File: src/sv/ccirc_sqrt.sv
module ccirc_sqrt #(
	parameter int RW = 33,
	parameter int SW = 1
) (
	input  logic            clk,
	input  logic            arst_n,
	input  logic            en,
	input  logic            v_in,
	input  logic [2*RW-1:0] sq,
	input  logic [SW-1:0]   side_in,
	output logic            v_out,
	output logic [RW-1:0]   root,
	output logic [SW-1:0]   side_out
);

	localparam int MW = RW + 2;
	localparam int TW = RW + 4;

	logic [MW-1:0]   rem_s  [RW+1];
	logic [RW-1:0]   root_s [RW+1];
	logic [2*RW-1:0] sq_s   [RW+1];
	logic [SW-1:0]   sd_s   [RW+1];
	logic [RW:0]     v_s;

	// input register
	always_ff @(posedge clk) begin
		if (en) begin
			rem_s[0] <= '0;
			root_s[0] <= '0;
			sq_s[0] <= sq;
			sd_s[0] <= side_in;
		end
	end

	// one root bit per stage, two radicand bits consumed
	for (genvar k = 1; k <= RW; k++) begin : g_step
		logic [TW-1:0] tmp, trial, nrem;
		logic ge;

		always_comb begin
			tmp = {rem_s[k-1], sq_s[k-1][2*RW-1 -: 2]};
			trial = TW'({root_s[k-1], 2'b01});
			ge = (tmp >= trial);
			nrem = ge ? tmp - trial : tmp;
		end

		always_ff @(posedge clk) begin
			if (en) begin
				rem_s[k] <= nrem[MW-1:0];
				root_s[k] <= {root_s[k-1][RW-2:0], ge};
				sq_s[k] <= sq_s[k-1] << 2;
				sd_s[k] <= sd_s[k-1];
			end
		end
	end

	// valid bits
	always_ff @(posedge clk or negedge arst_n) begin
		if (!arst_n) begin
			v_s <= '0;
		end else if (en) begin
			v_s <= {v_s[RW-1:0], v_in};
		end
	end

	assign v_out = v_s[RW];
	assign root = root_s[RW];
	assign side_out = sd_s[RW];

endmodule
File: config.mk
export PLATFORM = sky130hd
export DESIGN_NAME = ccirc_sqrt
export DESIGN_NICKNAME = d
export VERILOG_FILES = /design/src/sv/ccirc_sqrt.sv
export SDC_FILE = /design/constraint.sdc
export NUM_CORES = 2
export LEC_CHECK = 0
export BUFFER_PORTS_ARGS = -buffer_cell sky130_fd_sc_hd__clkbuf_2
export CORE_AREA = 4 4 457 459
export DETAILED_ROUTE_END_ITERATION = 8
export DIE_AREA = 0 0 461 463
export PLACE_DENSITY = 0.79
export SYNTH_ARGS = -nofsm -noshare
export SYNTH_HDL_FRONTEND = slang
export SYNTH_MEMORY_MAX_BITS = 65536
export SYNTH_SLANG_ARGS = --single-unit
File: constraint.sdc
create_clock -name clk -period 4.6 [get_ports clk]
set_input_delay 0.92 -clock clk [delete_from_list [all_inputs] [get_ports clk]]
set_output_delay 0.92 -clock clk [all_outputs]
set_load 0.005 [all_outputs]
## Word level (Yosys, flattened, before mapping)

Memories as Yosys holds them, arrays and structs flattened.
Cells that the tools add are included.

- Bits in writable memories: 4590
- Output and inout port bits: 35
- Register bits after elaboration: 34
- Word-level logic and storage cells: 106
- Memories kept: 4
- Input port bits: 71

- Add/subtract/negate cells: 33
- Muxes and demuxes: 35
- $lt $le $gt $ge: 33

Memories:

| name | depth | width | rd ports | clocked after Yosys merged registers in | wr ports | RTL line | RTL |
|---|---|---|---|---|---|---|---|
| sq_s | 34 | 66 | 33 | 0 | 34 | 21 | `logic [2*RW-1:0] sq_s [RW+1];` |
| rem_s | 34 | 35 | 33 | 0 | 34 | 19 | `logic [MW-1:0] rem_s [RW+1];` |
| root_s | 34 | 33 | 34 | 0 | 34 | 20 | `logic [RW-1:0] root_s [RW+1];` |
| sd_s | 34 | 1 | 34 | 0 | 34 | 22 | `logic [SW-1:0] sd_s [RW+1];` |

Operators with widths:

| operator | number |
|---|---|
| $ge 37x35->1 | 33 |
| $mux 35 | 33 |
| $sub 35x35->35 | 33 |
| $mux 1 | 2 |

## Logic depth before layout (Yosys ltp)

An unclocked memory read counts as a cell.

- Depth in word-level cells: 3
- Depth in mapped cells: 16
- Gate-level depth less buffers: 14

## Worst setup path after synthesis

Ideal clock, no wire load.

- Path kind: register -> register
- Start point: memory rem_s[6][0] (netlist bit)
- End point: memory rem_s[7][34] (netlist bit) (data pin)
- Path buffers: 2
- Setup slack: 1.001 ns
- Stages on the path, launching flop included: 15
- Arrival time: 3.328 ns
- Required time: 4.329 ns
- Path through: edfxtp_1 > ha_1 > o21a_1 > o21a_1 > o21ai_0 > nand2b_1 > a2111oi_0 > nand3_1 > nand3b_1 > or3_1 > buf_2 > or2_1 > buf_2 > nor4_1 > xor2_1

RTL lines:

| element | RTL line |
|---|---|
| start: declaration | 19 |

==> impl_metrics.csv <==
group,metric,value,unit
outcome,outcome,"completed",
detailed_routing,routed_via_density,5.917,
timing,max_freq,0.2378,GHz
cts,cts.sinks,2818,
logic_synthesis,synth_fa_ha_area_frac,0.05802,
logic_synthesis,muxShareOfSynthArea,0.008100,
global_route,gr-total-overflow,0,
logic_synthesis,yosys_warnings,0,
setup_path,setup.worst_path.start,"rem_s[10][0]",
floorplan,design.core.area,204400,um^2
power,irDropWorstVdd,0.0004661,V
logic_synthesis,synth_compound_area_frac,0.09133,
setup_path,crit_fanout,7,
floorplan,die_w,461,um
floorplan,die_area,213400,um^2
logic_synthesis,syn-cell-area,128500,um^2
global_route,grt_pass1_vias,76700,
timing,slew_violations,0,
global_route,grtUsageTotal,0.2409,
global_route,antenna_found_initial,3,
setup_path,rr_startpoint,"rem_s[10][0]",
place,io_buffers,105,
cts,cts_hold_buf,0,
timing,setup-violations-final,0,
layout,diodes,0,
timing,hold_viol,0,
layout,syn2layout_area_growth,11.24,%
place,dpl.hpwl,180300,um
timing,setup_slack,394.2,ps
layout,drive_gt1_frac,0.08324,
detailed_routing,num_vias,77470,
logic_synthesis,synth_edf_count,2784,
cts,cts_tree,"done",
cts,clockBufferDepth,4,
timing,fin_crit,4206,ps
setup_path,crit_type,"flop to flop",
flow_run,cap_violations,0,
timing,rsz0062_at_grt,"no",
global_route,grt_pass1_wl,412400,um
logic_synthesis,syn_avg_cell_area,13.09,um^2
logic_synthesis,synthesis.nets,10480,
detailed_routing,finalWirelength,258300,um
setup_path,cp-start-kind,"flop",
detailed_routing,ant_nets,0,
timing,finalSetupTns,0,ps
floorplan,die_y,463,um
logic_synthesis,synth_seq_cells,2818,
cts,clk_latency,950,ps
place,place_ws,520.6,ps
logic_synthesis,synth-simple-area-share,0.09711,
logic_synthesis,synthCells,9816,
floorplan,start_util,0.6289,
setup_path,critPathRequiredTime,5250,ps
detailed_routing,wl_per_cell,19.73,um
layout,fin_cells,13090,
timing,slew-limit-headroom,0.3662,
timing,worstMarginPinSlew,950.7,ps
logic_synthesis,seq_area_frac_synth,0.6571,
floorplan,io_pins,106,
place,gp_congestion,0.9433,
cts,clk_pin_slew,60,ps
power,power_density,501.0,nW/um^2
detailed_routing,drt_iter0_markers,7401,
timing,fin_crit_sh,0.9143,
logic_synthesis,synth-main-ff-cell,"edfxtp_1",
cts,post_cts_buffers,0,
setup_path,critPathCaptureType,"flop",
layout,nets,10850,
detailed_routing,drc,0,
global_route,grt_start_max_net_pins,128,
detailed_routing,drt_pre_antenna_iters,9,
cts,root_buffer,"clkbuf_16",
setup_path,arrival,4850,ps
hold_path,hp-class,"input pin to asynchronous set/reset pin",
place,dpl.cell_count,12560,
cts,cts_resized,0,
floorplan,rows,166,
power,leakage,54.90,nW
cts,numCtsBuffers,305,
logic_synthesis,synth-xor-area-share,0.05908,
cts,cts_max_level,5,
logic_synthesis,synth_top_family_by_area,"simple AND/OR/NAND/NOR gates",
logic_synthesis,synth_cell_types,94,
logic_synthesis,synthArstFlopShare,0.01207,
timing,fin_skew,55.45,ps
cells in the mapped netlist, types with 64 or more instances:
master,number,area share
nand4_1,104,0.0051
xnor2_1,433,0.030
nor2b_1,78,0.0038
nand3_1,136,0.0053
clkbuf_1,161,0.0047
and3_1,71,0.0035
or3_1,109,0.0053
xor2_1,434,0.030
o31ai_1,87,0.0051
nand2b_1,112,0.0055
nor2_1,576,0.017
or4_1,64,0.0037
a21oi_1,550,0.021
nor3_1,246,0.0096
nor4_1,134,0.0065
edfxtp_1,2784,0.65
o21ai_0,542,0.021
a21o_1,243,0.014
o21a_1,119,0.0070
inv_1,804,0.023
mux2_2,80,0.0070
ha_1,596,0.058
nand2_1,730,0.021
registers in the layout (all words and copies together) (netlist names):
register  flops
sd_s         34
sq_s       1122
v_s          34
root_s      561
rem_s      1067
critical path: stages, from the launching register on:
cell and delay (ps):
edfxtp_1 400, ha_1 390, o21a_1 190, o21a_1 130
o21ai_0 100, a21boi_0 340, o2111ai_1 230, a211oi_1 790
nor3_2 170, inv_2 230, nand4_1 210, or2_1 350
nor4_1 270, xor2_1 110
final timing paths:
path                                 endpoint  slack [ps]  depth (start not counted)
worst min-delay path                  v_s[25]          80                          1
worst min register to register        sd_s[5]         380                          0
max in group asynchronous              v_s[6]        4000                          1
min in group clk                  sq_s[0][63]         150                          1
worst max-delay path            rem_s[11][26]         390                         13
worst max register to register  rem_s[11][26]         390                         13
cell type report:
type,count,area (um^2)
multi-input cells,6000,40370
flip-flops and latches,2818,84450
well taps,2688,3363
repair buffers,248,2064
clock inverters,184,1753
fillers,13720,61410
inverters,808,3033
clock buffers,346,7934
power by group:
| part | switching (mW) | internal (mW) |
|---|---|---|
| Clock | 9.74 | 14.1 |
| Combinational | 7.77 | 5.64 |
| Sequential | 2.12 | 32.3 |
cell usage in the layout, fill, tap and decap left out, types with 39 or more instances in the layout:
| cell type | n |
|---|---|
| nand4_1 | 104 |
| clkinv_1 | 56 |
| buf_4 | 107 |
| o21ai_0 | 542 |
| a21boi_0 | 39 |
| a21o_1 | 243 |
| xnor2_1 | 433 |
| nand2b_1 | 112 |
| a211oi_1 | 42 |
| nor4_1 | 134 |
| clkbuf_16 | 311 |
| nand3_1 | 136 |
| or3_1 | 109 |
| o21a_1 | 119 |
| or4_1 | 64 |
| clkinv_2 | 50 |
| edfxtp_1 | 2784 |
| nor3_1 | 245 |
| clkbuf_2 | 104 |
| nor2b_1 | 78 |
| nand2_1 | 730 |
| a21oi_1 | 550 |
| inv_1 | 804 |
| nor2_1 | 576 |
| or2_2 | 47 |
| xor2_1 | 434 |
| o31ai_1 | 87 |
| and3_1 | 70 |
| mux2_2 | 80 |
| ha_1 | 596 |
| a31oi_1 | 46 |
per-layer routing:
metal | vias up | part of all wire | track usage
li1 | 36930 | - | -
met1 | 37730 | 0.44 | 0.3446
met2 | 2349 | 0.48 | 0.3908
met3 | 461 | 0.059 | 0.03511
met4 | 0 | 0.024 | 0.06527
met5 | - | 0 | 0
per-stage QoR:
stage / total power [mW] / hold WS [ps] / utilization / area [um^2]
floorplan: 43.72 / 400.3 / - / 128500
global placement: 47.55 / 400.4 / 0.6522 / 133300
detailed placement: 47.98 / 404.5 / 0.6522 / 133300
CTS: 72.09 / 17.94 / 0.6995 / 143000
global route: 75.21 / 87.88 / 0.6995 / 143000
finish: 71.63 / 75.28 / 0.6995 / 143000
cell families after synthesis:
group | after synthesis
flops | 2818
mux | 94
buf+inv | 998
compound gates | 1897
other cells | 1
fa+ha+maj | 596
xor+xnor | 867
simple gates | 2545
Note: power is estimated with default switching activity, not from simulation.
